**src/rtl/core/tws_pkg.sv**
```systemverilog
// Package for the triangle-weighted smoother: sizes, pipeline control type,
// tap weight, weight sum and reciprocal table functions.
// No dependencies.
package tws_pkg;

	localparam int MAX_TAPS    = 16;
	localparam int SAMPLE_BITS = 16;
	localparam int TAP_W       = 5;

	localparam int COUNT_LIMIT = 2 * MAX_TAPS - 1;
	localparam int CNT_W       = $clog2(COUNT_LIMIT + 1);
	localparam int IDX_W       = $clog2(MAX_TAPS);
	localparam int NSEL_W      = $clog2(MAX_TAPS + 1);
	localparam int HALF_W      = $clog2(MAX_TAPS / 2 + 1);
	localparam int WGT_W       = $clog2((MAX_TAPS + 1) / 2 + 1);
	localparam int WSUM_MAX    = ((MAX_TAPS + 2) / 2) * ((MAX_TAPS + 2) / 2);
	localparam int WSUM_W      = $clog2(WSUM_MAX + 1);
	localparam int DIV_W       = WSUM_W + 1;
	localparam int PROD_W      = SAMPLE_BITS + WGT_W;
	localparam int SUM_W       = SAMPLE_BITS + WSUM_W;
	localparam int MAG_W       = SAMPLE_BITS - 1 + WSUM_W;
	localparam int NUM_W       = MAG_W + 2;
	localparam int RCP_SHIFT   = NUM_W + 1;
	localparam int RCP_W       = RCP_SHIFT;
	localparam int MUL_W       = NUM_W + RCP_W;
	localparam int Q_W         = SAMPLE_BITS;
	localparam int GRP         = 4;
	localparam int GROUPS      = (MAX_TAPS + GRP - 1) / GRP;

	typedef logic signed [SAMPLE_BITS-1:0] win_t [MAX_TAPS];
	typedef logic [RCP_W-1:0] recip_tab_t [MAX_TAPS+1];

	typedef struct packed {
		logic                   smooth;
		logic                   edge_raw;
		logic                   last;
		logic [SAMPLE_BITS-1:0] raw;
		logic [NSEL_W-1:0]      taps;
	} ctrl_t;

	function automatic logic [WGT_W-1:0] tap_weight(int unsigned p, logic [NSEL_W-1:0] n);
		int unsigned a;
		int unsigned b;
		a = p + 1;
		b = 0;
		if (p < int'(n))
			b = int'(n) - p;
		return WGT_W'((a < b) ? a : b);
	endfunction

	function automatic logic [WSUM_W-1:0] wsum_of(logic [NSEL_W-1:0] n);
		logic [HALF_W-1:0] h;
		logic [WSUM_W-1:0] hp;
		h  = HALF_W'(n >> 1);
		hp = WSUM_W'(h) + 1'b1;
		if (n[0])
			return WSUM_W'(hp * hp);
		return WSUM_W'(WSUM_W'(h) * hp);
	endfunction

	function automatic recip_tab_t recip_table();
		recip_tab_t tab;
		longint     d;
		longint     r;
		longint     cand;
		for (int n = 0; n <= MAX_TAPS; n++) begin
			d = 2 * longint'(wsum_of(NSEL_W'(n)));
			if (d == 0)
				d = 2;
			r = 0;
			for (int k = RCP_W - 1; k >= 0; k--) begin
				cand = r | (longint'(1) << k);
				if (cand * d <= (longint'(1) << RCP_SHIFT))
					r = cand;
			end
			tab[n] = RCP_W'(r);
		end
		return tab;
	endfunction

	localparam recip_tab_t RECIP_TAB = recip_table();

endpackage

```
**src/rtl/core/tws_mac.sv**
```systemverilog
// Weighted sum: tap products in stage 2, group sums in stage 3 and the
// full sum in stage 4.
// Depends on tws_pkg.
module tws_mac (
	input  logic                                clk,
	input  logic                                arst_n,
	input  logic                                adv,
	input  logic                                valid_s1,
	input  tws_pkg::ctrl_t                      ctrl_s1,
	input  tws_pkg::win_t                       win_s1,
	output logic                                valid_s4,
	output tws_pkg::ctrl_t                      ctrl_s4,
	output logic signed [tws_pkg::SUM_W-1:0]    sum_s4
);

	logic signed [tws_pkg::PROD_W-1:0] prod_d  [tws_pkg::MAX_TAPS];
	logic signed [tws_pkg::PROD_W-1:0] prod_s2 [tws_pkg::MAX_TAPS];
	logic signed [tws_pkg::SUM_W-1:0]  part_d  [tws_pkg::GROUPS];
	logic signed [tws_pkg::SUM_W-1:0]  part_s3 [tws_pkg::GROUPS];
	logic signed [tws_pkg::SUM_W-1:0]  total_d;
	logic [tws_pkg::WGT_W-1:0]         wgt;
	tws_pkg::ctrl_t                    ctrl_s2;
	tws_pkg::ctrl_t                    ctrl_s3;
	logic                              valid_s2;
	logic                              valid_s3;

	always_comb begin
		wgt = '0;
		for (int p = 0; p < tws_pkg::MAX_TAPS; p++) begin
			wgt = tws_pkg::tap_weight(p, ctrl_s1.taps);
			prod_d[p] = tws_pkg::PROD_W'(win_s1[p])
				* $signed({{(tws_pkg::PROD_W - tws_pkg::WGT_W){1'b0}}, wgt});
		end
		for (int g = 0; g < tws_pkg::GROUPS; g++) begin
			part_d[g] = '0;
			for (int k = 0; k < tws_pkg::GRP; k++)
				if (g * tws_pkg::GRP + k < tws_pkg::MAX_TAPS)
					part_d[g] = part_d[g]
						+ tws_pkg::SUM_W'(prod_s2[g * tws_pkg::GRP + k]);
		end
		total_d = '0;
		for (int g = 0; g < tws_pkg::GROUPS; g++)
			total_d = total_d + part_s3[g];
	end

	always_ff @(posedge clk or negedge arst_n) begin
		if (!arst_n) begin
			valid_s2 <= 1'b0;
			valid_s3 <= 1'b0;
			valid_s4 <= 1'b0;
		end else if (adv) begin
			valid_s2 <= valid_s1;
			valid_s3 <= valid_s2;
			valid_s4 <= valid_s3;
		end
	end

	always_ff @(posedge clk) begin
		if (adv) begin
			prod_s2 <= prod_d;
			ctrl_s2 <= ctrl_s1;
			part_s3 <= part_d;
			ctrl_s3 <= ctrl_s2;
			sum_s4  <= total_d;
			ctrl_s4 <= ctrl_s3;
		end
	end

endmodule

```
**config.mk**
```make
export PLATFORM = sky130hd
export DESIGN_NAME = tws_mac
export DESIGN_NICKNAME = d
export VERILOG_FILES = /design/src/rtl/core/tws_pkg.sv /design/src/rtl/core/tws_mac.sv
export SDC_FILE = /design/constraint.sdc
export NUM_CORES = 2
export LEC_CHECK = 0
export ABC_AREA = 1
export BUFFER_PORTS_ARGS = -buffer_cell sky130_fd_sc_hd__buf_2
export CAP_MARGIN = 20
export CORE_MARGIN = 8
export CORE_UTILIZATION = 55
export CTS_BUF_LIST = sky130_fd_sc_hd__clkbuf_4 sky130_fd_sc_hd__clkbuf_8
export DETAILED_ROUTE_END_ITERATION = 10
export HOLD_SLACK_MARGIN = 0.08
export PLACE_DENSITY = 0.72
export SLEW_MARGIN = 20
export SYNTH_ARGS = -nofsm -noshare
export SYNTH_HDL_FRONTEND = slang
export SYNTH_SLANG_ARGS = --single-unit
export TNS_END_PERCENT = 5
```
**constraint.sdc**
```tcl
create_clock -name clk -period 6.74 [get_ports clk]
set_input_delay 0.674 -clock clk [delete_from_list [all_inputs] [get_ports clk]]
set_output_delay 0.674 -clock clk [all_outputs]
set_load 0.1 [all_outputs]
```
[Word level (Yosys, flattened, before mapping)]
Cells that the tools add are included.
Widths: inputs -> output; s select.
Operators by class
  multiplexer cells: 32
  magnitude comparators: 32
  add/subtract/negate cells: 30
  multiply operators: 16
Operators with widths (count)
  $mux 32: 15
  $mul 16x5->20: 16
  $lt 4x32->1 const A: 8
  $lt 3x32->1 const A: 4
  $add 22x20->23: 4
  $add 21x20->22: 4
  $add 20x20->21: 4
  $add 23x23->23: 3
  $lt 2x32->1 const A: 2
  $mux 4: 16
  $sub 5x4->6 const B: 8
  $lt 4x5->1 const A: 8
  $lt 5x32->1 const A: 1
  $sub 5x3->6 const B: 4
  $lt 3x5->1 const A: 4
  $lt 1x5->1 const A: 3
  $sub 5x2->6 const B: 2
  $lt 2x5->1 const A: 2
  $sub 5x1->6 const B: 1
  $mux 5: 1
Word-level totals
  input bits: 284
  word-level logic and storage cells: 149
  output and inout port bits: 48
  flip-flop bits (word level): 510

[Longest topological paths before layout]
  depth in word-level cells: 5
  depth in mapped cells: 30
  gate-level depth less buffers: 28

[Least setup slack after synthesis]
No wires, ideal clock.
  kind: input -> register
  from: input port ctrl_s1[0] (netlist bit)
  to: register prod_s2[95] (netlist bit) (data pin)
  slack: 1.224 ns
  stages: 28
  arrival time: 5.258 ns
  data required time: 6.482 ns
  buffers on the path: 4
  setup time: 0.258 ns
  path through: buf_2 > inv_2 > buf_2 > ha_1 > clkbuf_1 > inv_1 > a21oi_1 > nand3_1 > inv_1 > nor2_4 > o21ai_2 > buf_2 > nand2_1 > inv_1 > ha_1 > fa_1 > inv_1 > fa_1 > inv_1 > ha_1 > nand2_1 > nor2_1 > nand4_1 > o211ai_1 > nand3_1 > nor2_1 > nor2_1 > xnor2_1
RTL lines
  start: declaration: line tws_mac.sv:9  | input tws_pkg::ctrl_t ctrl_s1,
  end signal: assignment: line tws_mac.sv:60  | prod_s2 <= prod_d;
  end: declaration: line tws_mac.sv:17  | logic signed [tws_pkg::PROD_W-1:0] prod_s2 [tws_pkg::MAX_TAPS];

==> qor.csv <==
stage,metric,value,unit
outcome,status,"complete, no violations",
die,IO Pins,332,
yosys,most numerous cell in the Yosys netlist,inv_1,
placement,DP Area,0.0666,sq mm
clock_tree,Num CTS Buffers,89,
setup_path,R2R Setup Slk,2.83,ns
setup_path,crit path DAT,6.36,ns
setup_path,Setup crit end kind,flip-flop,
yosys,"top cells by count, synth","inv_1 (1704), nand2_1 (1117), nor2_1 (728)",
setup_path,cell family with most CP delay,adder cells,
sta,Final period util,87.2,%
setup_path,CP endpoint,prod_s2[79],
clock_tree,Clock Path Buffers,3,
sta,Worst Tran Pin Value,0.913,ns
clock_tree,PostCTS Resize Cnt,0,
yosys,"Distinct cells, synth",55,
yosys,share of the synthesized area in the top cell type,24.4,%
yosys,post-synthesis cell count,7133,
yosys,Yosys top cell by area,edfxtp_1,
drt,vias per cell,5.15,
sta,# setup viols final,0,
yosys,Synth async-reset ratio,0.588,%
yosys,"Warnings, synthesis",0,
drt,final WL,156,mm
sta,normalized max-slew margin,39.1,%
clock_tree,Skew-Pair Late Insertion Delay,0.77,ns
die,row cnt,123,
sta,final slew viol count,0,
clock_tree,CTS sink count,510,
setup_path,crit path buf inv count,5,
global_routing,vias in the first global route,49100,
global_routing,first-pass GRT wire length,253,mm
yosys,"Top FF cell, synth",edfxtp_1,
setup_path,Critical Path Source,ctrl_s1[3],
global_routing,largest net degree at the start of global routing,137,
yosys,post-synthesis cell area,0.0623,sq mm
clock_tree,H-tree depth,3,
sta,unrepaired setup endpoints after global routing,no,
sta,final hold slack,0.151,ns
drt,DR WL/cell,16.8,um
die,Initial Utilization,55.4,%
drt,DRC viols,0,
setup_path,Worst path max stage delay,0.69,ns
placement,Cell Count Post-Placement,9114,
sta,Max Clock Freq,0.170,GHz
setup_path,"Req. time, crit path",7.23,ns
setup_path,crit path launch type,primary input,
drt,detailed-router iteration count before antenna repair,6,
placement,hpwl dp,133,mm
finish,"non-filler cells, final",9301,
global_routing,initial antenna violation count,14,
setup_path,worst path cell trace,"buf_2, ha_1, inv_1, nand2_1, nand2_2, inv_1, nand2_1, nand2_1, nand2_1, o21a_1, nor2_1, ha_1, fa_1, inv_1, fa_1, inv_1, ha_1, nand2_1, nor2_1, nand2_1, o311ai_0, nand3b_1, nand2_1",
setup_path,RR Endpoint,sum_s4[9],
finish,fin area,0.0687,sq mm
yosys,synthesized flop and latch total,510,
die,overall die width,353,um
drt,initial drt markers,3049,
clock_tree,clk slew on worst S/H paths,0.07,ns
setup_path,Levels on crit path,23,
die,Core Footprint,0.112,sq mm
clock_tree,clk root buf,clkbuf_8,
placement,PortBufs,331,
finish,fin nets,9451,
setup_path,Crit-path slowest cell,o21a_1,
setup_path,Reg-to-Reg Start,part_s3[1],
sta,post-route setup TNS,0,ns
worst_hold_path,Worst Hold Class,primary input to flip-flop,
yosys,syn avg cell area,8.74,sq um
clock_tree,CTS tree,done,
die,die height,353,um
yosys,Post-synth EDFFs,507,
drt,Routed Antenna Nets,0,
sta,"Hold Vio Cnt, Final",0,
global_routing,grt ovf,0,
yosys,"Seq/Total Area, Yosys",24.5,%
yosys,Area contributors post-synth,"edfxtp_1 (24%), fa_1 (23%), ha_1 (14%)",
setup_path,r2r worst-path depth,9,
finish,Area Growth Syn to Fin,10.2,%
setup_path,CP Max Fanout,16,
setup_path,Setup CP Type,primary input to flip-flop,
global_routing,All-Layer GR Usage,25.0,%
drt,vias,47900,
flow_run,max_cap viols,0,
sta,Tmin final,5.87,ns
die,die area,0.124,sq mm
setup_path,CP most frequent cell,nand2_1,
finish,layout cells sized above 1,7.29,%
placement,Final Wtd Congestion,0.925,
sta,Fin Clk Skew,0.0547,ns
## per-layer routing
layer	vias up	track usage, %	wire, um
met3	221	4.16	9990
li1	23400	-	-
met4	8	7.05	4410
met2	1190	41.9	73700
met1	23100	33.5	67800
met5	-	0	51
## worst min path at each step
stage / from / end / slack [ns] / depth (start not counted)
finish: valid_s1 / valid_s2 / 0.15 / 2
global route: valid_s1 / valid_s2 / 0.12 / 2
CTS: valid_s1 / valid_s2 / 0.1 / 2
detailed placement: ctrl_s2[14] / ctrl_s3[14] / 0.40 / 0
global placement: ctrl_s3[17] / ctrl_s4[17] / 0.40 / 0
floorplan: arst_n / valid_s2 / 0.38 / 0
## state kept, by name, indices dropped and copies added, names as in the netlist
| register | count |
|---|---|
| valid_s2 | 1 |
| valid_s3 | 1 |
| sum_s4 | 23 |
| prod_s2 | 320 |
| ctrl_s3 | 24 |
| ctrl_s4 | 24 |
| part_s3 | 92 |
| ctrl_s2 | 24 |
| valid_s4 | 1 |
## area by class of cell
class / instances / area (sq um)
Clock buffer: 114 / 1410
Antenna cell: 8 / 20.0
Sequential cell: 510 / 15300
Timing Repair Buffer: 388 / 2180
Fill cell: 9926 / 43800
Multi-Input combinational cell: 5017 / 41000
Clock inverter: 45 / 482
Tap cell: 1500 / 1880
Inverter: 1719 / 6450
## placed cells by master (no fill, tap or decap), types with 13 or more instances in the layout
cell type      synthesis  final
a21boi_0              18     18
a21o_1                50     50
a21oi_1              375    375
a31oi_1               40     40
buf_2                 29    330
buf_4                  4     34
clkbuf_4               0     25
clkbuf_8               0     89
clkinv_2               0     16
conb_1                 2    181
dlygate4sd3_1          0     20
edfxtp_1             507    507
fa_1                 720    720
ha_1                 722    722
inv_1               1704   1704
inv_2                 13     13
nand2_1             1117   1117
nand3_1              192    192
nand3b_1              13     13
nand4_1               54     54
nor2_1               728    728
nor3_1                35     35
nor4_1                16     16
o21ai_0              236    236
o21bai_1              40     40
o31ai_1               13     13
xnor2_1              107    107
xor2_1               266    266
## through the flow
| stage | utilization [%] | setup WS, ns |
|---|---|---|
| 2_1_floorplan | - | 1.22 |
| 3_3_place_gp | 59.2 | 0.218 |
| 3_5_place_dp | 59.2 | 0.133 |
| 4_1_cts | 61.0 | 0.935 |
| 5_1_grt | 61.1 | 0.644 |
| 6_report | 61.1 | 0.865 |
## worst register-to-register path, stage by stage (launching register included)
cell	delay, ns
edfxtp_1	0.48
fa_1	0.54
fa_1	0.53
ha_1	0.17
inv_1	0.06
fa_1	0.44
o21ai_0	0.54
a31oi_1	0.23
o21ai_0	0.30
xor2_1	0.38
## cells by family after synthesis
logic type               Yosys count  share of synthesized area [%]
adder cells (fa/ha/maj)         1442                           37.6
other                              2                         0.0120
buffers and inverters           1785                           10.8
AO/OA/AOI/OAI                    837                           7.60
multiplexers                       1                         0.0181
XOR/XNOR                         373                           5.24
flip-flops                       510                           24.5
AND/OR/NAND/NOR                 2183                           14.1
## what timing repair did
item,4_1_cts,5_1_grt
setup buffers,0,0
hold buffers,20,0
hold endpoints to repair,22,0
Power is not shown: default switching activity piles up to over one toggle a cycle in this logic, so the estimate is an artifact.
