--- config.mk ---
export PLATFORM = sky130hd
export DESIGN_NAME = tws_div
export DESIGN_NICKNAME = d
export VERILOG_FILES = /design/src/rtl/core/tws_pkg.sv /design/src/rtl/core/tws_div.sv
export SDC_FILE = /design/constraint.sdc
export NUM_CORES = 2
export LEC_CHECK = 0
export ABC_CLOCK_PERIOD_IN_PS = 11800
export BUFFER_PORTS_ARGS = -buffer_cell sky130_fd_sc_hd__buf_4
export CORE_MARGIN = 2
export CORE_UTILIZATION = 55
export DETAILED_ROUTE_END_ITERATION = 12
export PLACE_DENSITY = 0.81
export SYNTH_ARGS = -nofsm -noshare
export SYNTH_HDL_FRONTEND = slang
export SYNTH_SLANG_ARGS = --single-unit
--- constraint.sdc ---
create_clock -name clk -period 11.8 [get_ports clk]
set_input_delay 1.77 -clock clk [delete_from_list [all_inputs] [get_ports clk]]
set_output_delay 1.77 -clock clk [all_outputs]
set_load 0.1 [all_outputs]
--- src/rtl/core/tws_pkg.sv ---
// Package for the triangle-weighted smoother: sizes, pipeline control type,
// tap weight, weight sum and reciprocal table functions.
// No dependencies.
package tws_pkg;

	localparam int MAX_TAPS    = 16;
	localparam int SAMPLE_BITS = 16;
	localparam int TAP_W       = 5;

	localparam int COUNT_LIMIT = 2 * MAX_TAPS - 1;
	localparam int CNT_W       = $clog2(COUNT_LIMIT + 1);
	localparam int IDX_W       = $clog2(MAX_TAPS);
	localparam int NSEL_W      = $clog2(MAX_TAPS + 1);
	localparam int HALF_W      = $clog2(MAX_TAPS / 2 + 1);
	localparam int WGT_W       = $clog2((MAX_TAPS + 1) / 2 + 1);
	localparam int WSUM_MAX    = ((MAX_TAPS + 2) / 2) * ((MAX_TAPS + 2) / 2);
	localparam int WSUM_W      = $clog2(WSUM_MAX + 1);
	localparam int DIV_W       = WSUM_W + 1;
	localparam int PROD_W      = SAMPLE_BITS + WGT_W;
	localparam int SUM_W       = SAMPLE_BITS + WSUM_W;
	localparam int MAG_W       = SAMPLE_BITS - 1 + WSUM_W;
	localparam int NUM_W       = MAG_W + 2;
	localparam int RCP_SHIFT   = NUM_W + 1;
	localparam int RCP_W       = RCP_SHIFT;
	localparam int MUL_W       = NUM_W + RCP_W;
	localparam int Q_W         = SAMPLE_BITS;
	localparam int GRP         = 4;
	localparam int GROUPS      = (MAX_TAPS + GRP - 1) / GRP;

	typedef logic signed [SAMPLE_BITS-1:0] win_t [MAX_TAPS];
	typedef logic [RCP_W-1:0] recip_tab_t [MAX_TAPS+1];

	typedef struct packed {
		logic                   smooth;
		logic                   edge_raw;
		logic                   last;
		logic [SAMPLE_BITS-1:0] raw;
		logic [NSEL_W-1:0]      taps;
	} ctrl_t;

	function automatic logic [WGT_W-1:0] tap_weight(int unsigned p, logic [NSEL_W-1:0] n);
		int unsigned a;
		int unsigned b;
		a = p + 1;
		b = 0;
		if (p < int'(n))
			b = int'(n) - p;
		return WGT_W'((a < b) ? a : b);
	endfunction

	function automatic logic [WSUM_W-1:0] wsum_of(logic [NSEL_W-1:0] n);
		logic [HALF_W-1:0] h;
		logic [WSUM_W-1:0] hp;
		h  = HALF_W'(n >> 1);
		hp = WSUM_W'(h) + 1'b1;
		if (n[0])
			return WSUM_W'(hp * hp);
		return WSUM_W'(WSUM_W'(h) * hp);
	endfunction

	function automatic recip_tab_t recip_table();
		recip_tab_t tab;
		longint     d;
		longint     r;
		longint     cand;
		for (int n = 0; n <= MAX_TAPS; n++) begin
			d = 2 * longint'(wsum_of(NSEL_W'(n)));
			if (d == 0)
				d = 2;
			r = 0;
			for (int k = RCP_W - 1; k >= 0; k--) begin
				cand = r | (longint'(1) << k);
				if (cand * d <= (longint'(1) << RCP_SHIFT))
					r = cand;
			end
			tab[n] = RCP_W'(r);
		end
		return tab;
	endfunction

	localparam recip_tab_t RECIP_TAB = recip_table();

endpackage

--- src/rtl/core/tws_div.sv ---
// Rounded division by the weight sum: numerator and reciprocal in stage 5,
// quotient estimate in stage 6, back-multiply in stage 7, correction and
// result register in stage 8.
// Depends on tws_pkg.
module tws_div (
	input  logic                                   clk,
	input  logic                                   arst_n,
	input  logic                                   adv,
	input  logic                                   valid_s4,
	input  tws_pkg::ctrl_t                         ctrl_s4,
	input  logic signed [tws_pkg::SUM_W-1:0]       sum_s4,
	output logic                                   result_valid,
	output logic signed [tws_pkg::SAMPLE_BITS-1:0] smoothed,
	output logic                                   edge_raw,
	output logic                                   last_out
);

	logic [tws_pkg::WSUM_W-1:0]       wsum;
	logic signed [tws_pkg::SUM_W-1:0] abs_sum;
	logic [tws_pkg::MAG_W-1:0]        mag;
	logic [tws_pkg::MUL_W-1:0]        mul;
	logic [tws_pkg::NUM_W-1:0]        rem;
	logic [tws_pkg::Q_W-1:0]          qf;
	logic [tws_pkg::Q_W-1:0]          qs;

	logic                       valid_s5, valid_s6, valid_s7;
	tws_pkg::ctrl_t             ctrl_s5, ctrl_s6, ctrl_s7;
	logic                       neg_s5, neg_s6, neg_s7;
	logic [tws_pkg::NUM_W-1:0]  num_s5, num_s6, num_s7;
	logic [tws_pkg::DIV_W-1:0]  dv_s5, dv_s6, dv_s7;
	logic [tws_pkg::RCP_W-1:0]  rcp_s5;
	logic [tws_pkg::Q_W-1:0]    q0_s6, q0_s7;
	logic [tws_pkg::NUM_W-1:0]  qd_s7;

	always_comb begin
		wsum    = tws_pkg::wsum_of(ctrl_s4.taps);
		abs_sum = (sum_s4 < 0) ? -sum_s4 : sum_s4;
		mag     = tws_pkg::MAG_W'(abs_sum);
		mul     = tws_pkg::MUL_W'(num_s5) * tws_pkg::MUL_W'(rcp_s5);
		rem     = num_s7 - qd_s7;
		qf      = q0_s7 + tws_pkg::Q_W'(rem >= tws_pkg::NUM_W'(dv_s7));
		qs      = neg_s7 ? -qf : qf;
	end

	always_ff @(posedge clk or negedge arst_n) begin
		if (!arst_n) begin
			valid_s5     <= 1'b0;
			valid_s6     <= 1'b0;
			valid_s7     <= 1'b0;
			result_valid <= 1'b0;
		end else if (adv) begin
			valid_s5     <= valid_s4;
			valid_s6     <= valid_s5;
			valid_s7     <= valid_s6;
			result_valid <= valid_s7;
		end
	end

	always_ff @(posedge clk) begin
		if (adv) begin
			ctrl_s5 <= ctrl_s4;
			neg_s5  <= sum_s4 < 0;
			num_s5  <= (tws_pkg::NUM_W'(mag) << 1) + tws_pkg::NUM_W'(wsum);
			dv_s5   <= tws_pkg::DIV_W'({wsum, 1'b0});
			rcp_s5  <= tws_pkg::RECIP_TAB[ctrl_s4.taps];

			ctrl_s6 <= ctrl_s5;
			neg_s6  <= neg_s5;
			num_s6  <= num_s5;
			dv_s6   <= dv_s5;
			q0_s6   <= mul[tws_pkg::RCP_SHIFT +: tws_pkg::Q_W];

			ctrl_s7 <= ctrl_s6;
			neg_s7  <= neg_s6;
			num_s7  <= num_s6;
			dv_s7   <= dv_s6;
			q0_s7   <= q0_s6;
			qd_s7   <= tws_pkg::NUM_W'(q0_s6) * tws_pkg::NUM_W'(dv_s6);

			smoothed <= ctrl_s7.smooth ? $signed(qs) : $signed(ctrl_s7.raw);
			edge_raw <= ctrl_s7.edge_raw;
			last_out <= ctrl_s7.last;
		end
	end

endmodule

---- Word-level counts from Yosys, hierarchy flattened ----
Memory sizes are Yosys's and may differ from the RTL's. A register that Yosys moved wholly into a read port is not among the register bits.
Index checks and enable logic that the tools add are counted.
cells by class
  multipliers ............................. 4
  bitwise operators ....................... 1
  $lt $le $gt $ge ......................... 2
  $add $sub $neg .......................... 6
  mux-type cells .......................... 6
operator list
  kind                                                          number
  multiplier 24 x 25 -> 41 bit                                  1
  2-to-1 mux 16 bit                                             2
  adder 23 x 7 -> 24 bit                                        1
  greater-or-equal comparator 24 x 8 -> 1 bit                   1
  subtractor 24 bit                                             1
  less-than comparator 23 x 1 -> 1 bit (second input constant)  1
  multiplier 16 x 7 -> 23 bit                                   1
  2-to-1 mux 22 bit                                             1
  negation 22 bit                                               1
  adder 16 x 1 -> 16 bit                                        1
  negation 16 bit                                               1
  2-to-1 mux 7 bit                                              2
  multiplier 4 x 5 -> 7 bit                                     1
  multiplier 5 x 5 -> 7 bit                                     1
  inverter 5 -> 6 bit                                           1
  adder 4 x 1 -> 5 bit (second input constant)                  1
  2-to-1 mux 1 bit                                              1
word-level totals
  output and inout port bits .............. 19
  input port bits ......................... 51
  bits in registers ....................... 230
  word-level logic and storage cells ...... 51
  bits in read-only memories .............. 800
  memories kept ........................... 1
memories
  name             words  bits a word  rd ports  clocked after memory_dff  write ports  RTL line       RTL
  (no name shown)  32     25           1         1                         0            tws_div.sv:65  rcp_s5 <= tws_pkg::RECIP_TAB[ctrl_s4.taps];

---- Logic depth before layout (Yosys ltp) ----
  depth after elaboration ................. 6
  mapped depth ............................ 28
  depth with buffers taken out ............ 28

---- Worst setup path after synthesis ----
Ideal clock, no wire load.
  path type ............................... reg2reg
  start ................................... register num_s5[3] (netlist bit)
  end ..................................... register q0_s6[14] (netlist bit), data pin
  path buffers ............................ 1
  stages on the path, launching flop included .. 25
  setup slack ............................. 4,848 ps
  setup time .............................. 258 ps
  clock period less this slack ............ 6,952 ps
  arrival time ............................ 6,695 ps
  required time ........................... 11,542 ps
  path through ............................ edfxtp_1 > clkbuf_1 > nand2_1 > fa_1 > inv_1 > fa_1 > inv_1 > fa_1 > fa_1 > inv_1 > fa_1 > fa_1 > inv_1 > fa_1 > inv_1 > ha_1 > a2111oi_2 > o21ai_1 > a221o_1 > o2bb2ai_1 > a31o_1 > a221o_2 > a211o_2 > a21oi_2 > xnor2_1
between the ends
  word-level cells in the longest chain between the ends .. 1
ends and longest elaborated chain
  what                          RTL line       RTL
  start: declaration            tws_div.sv:29  logic [tws_pkg::NUM_W-1:0] num_s5, num_s6, num_s7;
  start signal: assignment      tws_div.sv:63  num_s5 <= (tws_pkg::NUM_W'(mag) << 1) + tws_pkg::NUM_W'(wsum);
  multiplier 24 x 25 -> 41 bit  tws_div.sv:39  mul = tws_pkg::MUL_W'(num_s5) * tws_pkg::MUL_W'(rcp_s5);
  net mul (one bit)             tws_div.sv:21  logic [tws_pkg::MUL_W-1:0] mul;
  end signal: assignment        tws_div.sv:71  q0_s6 <= mul[tws_pkg::RCP_SHIFT +: tws_pkg::Q_W];
  end: declaration              tws_div.sv:32  logic [tws_pkg::Q_W-1:0] q0_s6, q0_s7;
The timed path passes the listed nets, and every way through them passes these cells.
A chain may end at the register's enable or synchronous reset.

---- Worst setup path after layout ----
  start ................................... register rcp_s5[12] (netlist bit)
  end ..................................... register q0_s6[12] (netlist bit), data pin
between the ends
  word-level cells in the longest chain between the ends .. 1
ends and longest elaborated chain
  what                          RTL line       RTL
  start: declaration            tws_div.sv:31  logic [tws_pkg::RCP_W-1:0] rcp_s5;
  multiplier 24 x 25 -> 41 bit  tws_div.sv:39
  net mul (one bit)             tws_div.sv:21
The timed path passes the listed nets, and every way through them passes these cells.

==> metrics.md <==
| Metric | Value |
|---|---|
| Total CTS buffers | 26 |
| Post-Synthesis Cells | 3,221 |
| CTS root buf | clkbuf_16 |
| Max_cap viols | 0 |
| Period utilization | between 60% and 70% |
| Sequential-to-total area share from yosys stat | 23.1% |
| XOR/XNOR Fraction of Synth Area | 3.67% |
| Vias in the first global route | 23,600 |
| Share of layout cells above drive strength 1 | approximately 5.6% |
| Design area | 34,600 um2 |
| Worst Hold Launch | ctrl_s5[18] |
| Multi-input logic area | 21,800 um2 |
| Final HPWL DP | 57.8 mm |
| Worst Clk Skew | 0.00830 ns |
| TritonCTS clock tree | yes |
| Post-CTS setup buffers | 0 |
| CTS H-tree lvls | 1 |
| Fmax | 126 MHz |
| Fraction of registers with async set/reset | 1.59% |
| Core Rows | just under 90 |
| Ant diodes | 0 |
| Vias after detailed routing | 22,100 |
| # setup viols final | 0 |
| RSZ-0062 raised after global routing | no |
| DRC viols | 0 |
| Tightest Pin Transition | between 1 and 1.5 ns |
| Die Width | 247 um |
| Final Critical Period | 7.96 ns |
| Arr. time, crit path | slightly above 8 ns |
| Number of synthesized flops with an enable pin | 247 |
| Most used DFF post-synth | edfxtp_1 |
| CP Data Required Time | between 10 and 15 ns |
| Port-buffer cells | a little under 70 |
| Resized Gates After CTS | 0 |
| DR pass1 iterations | 5 |
| Reg2Reg Setup Slack | roughly 3.8 ns |
| Reg2Reg Depth | 25 |
| Final-stage net count | 4,065 |
| Worst-path clk slew | roughly 0.060 ns |
| Syn Std Cell Area | 32,500 um2 |
| DRT antenna net count | 0 |
| Worst Setup Start Kind | flop |
| Io pins | 70 |
| Number of DRC markers in iteration 0 | 1,688 |
| First-pass GRT wire length | around 120 mm |
| Fraction of the mapped netlist area in adder cells | 43.2% |
| Routed len/inst | ~19 um |
| Starting Density | 55.4% |
| Area Overhead vs Synth | 6.42% |
| Critical path capture point type | flop |
| GRT overflow | 0 |
| Hold Buf Count CTS | 0 |
| Synth cell types | 75 |
| Fin. max-slew vios | 0 |
| Core region area | roughly 60,000 um2 |
| Hold crit path type | flop to flop |
| Worst reg2reg endpoint | q0_s6[12] |
| R2r startpoint | rcp_s5[12] |
| Multiplexer share of the synthesized area | less than 1% |
| Synth Register Bits | roughly 250 |
| FF/Latch Area | 7520 um2 |
| Largest net degree at the start of global routing | 101 |
| Total track usage | 25.4% |
| Main combinational cell family by area after synthesis | adder cells |
| Fillers | 4,697 |
| Die height | 247 um |
| Yosys warns | 0 |
| Worst hold path cell count | 0 |
| Mean post-synth cell area | 10.1 um2 |
| Sum Neg Setup Slack | 0 ns |
| Die ar. | 61,000 um2 |
| Clock Latency Late Sink | around 0.56 ns |
| Clk sinks | 251 |
| Status | finished clean |
| CP max FO | 24 |
| Syn nets | 4,060 |
| Placer's final routability congestion estimate | 0.900 |
| Rel. slew slack | 19.1% |
| Total wire length | approximately 74 mm |
| Max Buffers Root-to-Sink | 3 |
| Count of final hold-check violations | 0 |
| Synth Area in Compound Gates | ~4.5% |
| Post-synthesis simple-gate area fraction | between 10% and 20% |
| Cell Area, Placed | between 30,000 and 40,000 um2 |
| Avg Vias per Cell | 5.50 |
| Type of the worst setup path | flop to flop |
| Initial antenna violation count | 1 |
| Hold EP | ctrl_s6[18] |
## cells in the mapped netlist, types with 18 or more instances
cell | n | area share (%)
ha_1 | 231 | 8.9
nor2_1 | 73 | 0.84
fa_1 | 557 | 34
nand4_1 | 18 | 0.35
nand2_1 | 404 | 4.7
o21ai_0 | 42 | 0.65
xnor2_1 | 98 | 2.6
a21oi_1 | 58 | 0.89
nor3_1 | 35 | 0.54
mux2_2 | 18 | 0.62
inv_1 | 713 | 8.2
nor2b_1 | 20 | 0.39
edfxtp_1 | 247 | 23
nand3_1 | 23 | 0.35
clkbuf_1 | 117 | 1.4
and2_1 | 332 | 6.4
xor2_1 | 38 | 1.0
## layer usage
metal  vias up  track usage [%]  routed length (um)
li1       9882                -                   -
met1     11100             32.9               28400
met2       936             42.5               36300
met3       203             6.14                7390
met4         0             7.44                2270
met5         -                0                   0
## cells in the final DEF (no fill, tap or decap), drive strengths merged, types with 7 or more instances in the layout
master / instances
inv: 716
fa: 557
nand2: 404
and2: 332
edfxtp: 247
ha: 231
xnor2: 98
buf: 98
nor2: 73
a21oi: 59
o21ai: 47
xor2: 38
nor3: 36
clkbuf: 30
nand3: 23
nor2b: 20
nand4: 18
mux2: 18
nand2b: 17
o31ai: 16
a21o: 15
or3: 12
clkinv: 12
a31oi: 11
and3: 8
mux2i: 7
o211ai: 7
## kinds of logic after synthesis
kind of cell / after synthesis
mux: 25
compound gates: 216
fa+ha+maj: 788
xor+xnor: 136
buf+inv: 836
simple gates: 969
flops: 251
## metrics by stage
| step | instances | hold WS [ns] | setup WS, ns | util [%] |
|---|---|---|---|---|
| 2_1_floorplan | 3221 | 0.400 | 4.85 | - |
| 3_3_place_gp | 3971 | 0.401 | 4.18 | 57.5 |
| 3_5_place_dp | 3971 | 0.405 | 3.94 | 57.5 |
| 4_1_cts | 4019 | 0.409 | 3.94 | 58.9 |
| 5_1_grt | 4019 | 0.420 | 3.55 | 58.9 |
| 6_report | 4019 | 0.416 | 3.84 | 58.9 |
## cell type report
type | count | share of cell area, %
inverters | 715 | 7.76
clock buffers | 30 | 1.93
repair buffers | 98 | 2.15
well taps | 773 | 2.80
multi-input cells | 2134 | 63.1
flip-flops and latches | 251 | 21.7
clock inverters | 18 | 0.481
## worst max-delay path: stages (launching register included)
cell	delay [ns]
edfxtp_1	1.09
nand2_1	0.19
fa_1	0.56
inv_1	0.05
fa_1	0.47
inv_1	0.06
fa_1	0.53
inv_1	0.06
fa_1	0.50
inv_1	0.06
fa_1	0.55
inv_1	0.06
fa_1	0.48
inv_1	0.05
fa_1	0.48
inv_1	0.04
ha_1	0.28
a21oi_1	0.09
o211ai_1	0.09
a211oi_1	0.08
o31ai_1	0.84
a31o_1	0.38
a221o_2	0.28
a21oi_1	0.12
o21bai_1	0.21
xor2_1	0.10
## registers in the layout, summed over array words and instances (netlist names)
register and flops:
num_s5 24, num_s6 24, num_s7 24, rcp_s5 24, qd_s7 23, ctrl_s5 19
ctrl_s6 19, ctrl_s7 19, q0_s6 16, q0_s7 16, smoothed 16, dv_s5 6
dv_s6 6, dv_s7 6, edge_raw 1, last_out 1, neg_s5 1, neg_s6 1
neg_s7 1, result_valid 1, valid_s5 1, valid_s6 1, valid_s7 1
## how the worst max path moves through the flow
stage | start | slack, ns | endpoint
6_report | rcp_s5[12] | 3.84 | q0_s6[12]
5_1_grt | rcp_s5[12] | 3.55 | q0_s6[12]
4_1_cts | rcp_s5[13] | 3.94 | q0_s6[14]
3_3_place_gp | num_s5[4] | 4.18 | q0_s6[14]
3_5_place_dp | rcp_s5[13] | 3.94 | q0_s6[14]
2_1_floorplan | num_s5[3] | 4.85 | q0_s6[14]
Power is not shown: default switching activity piles up to over one toggle a cycle in this logic, so the estimate is an artifact.
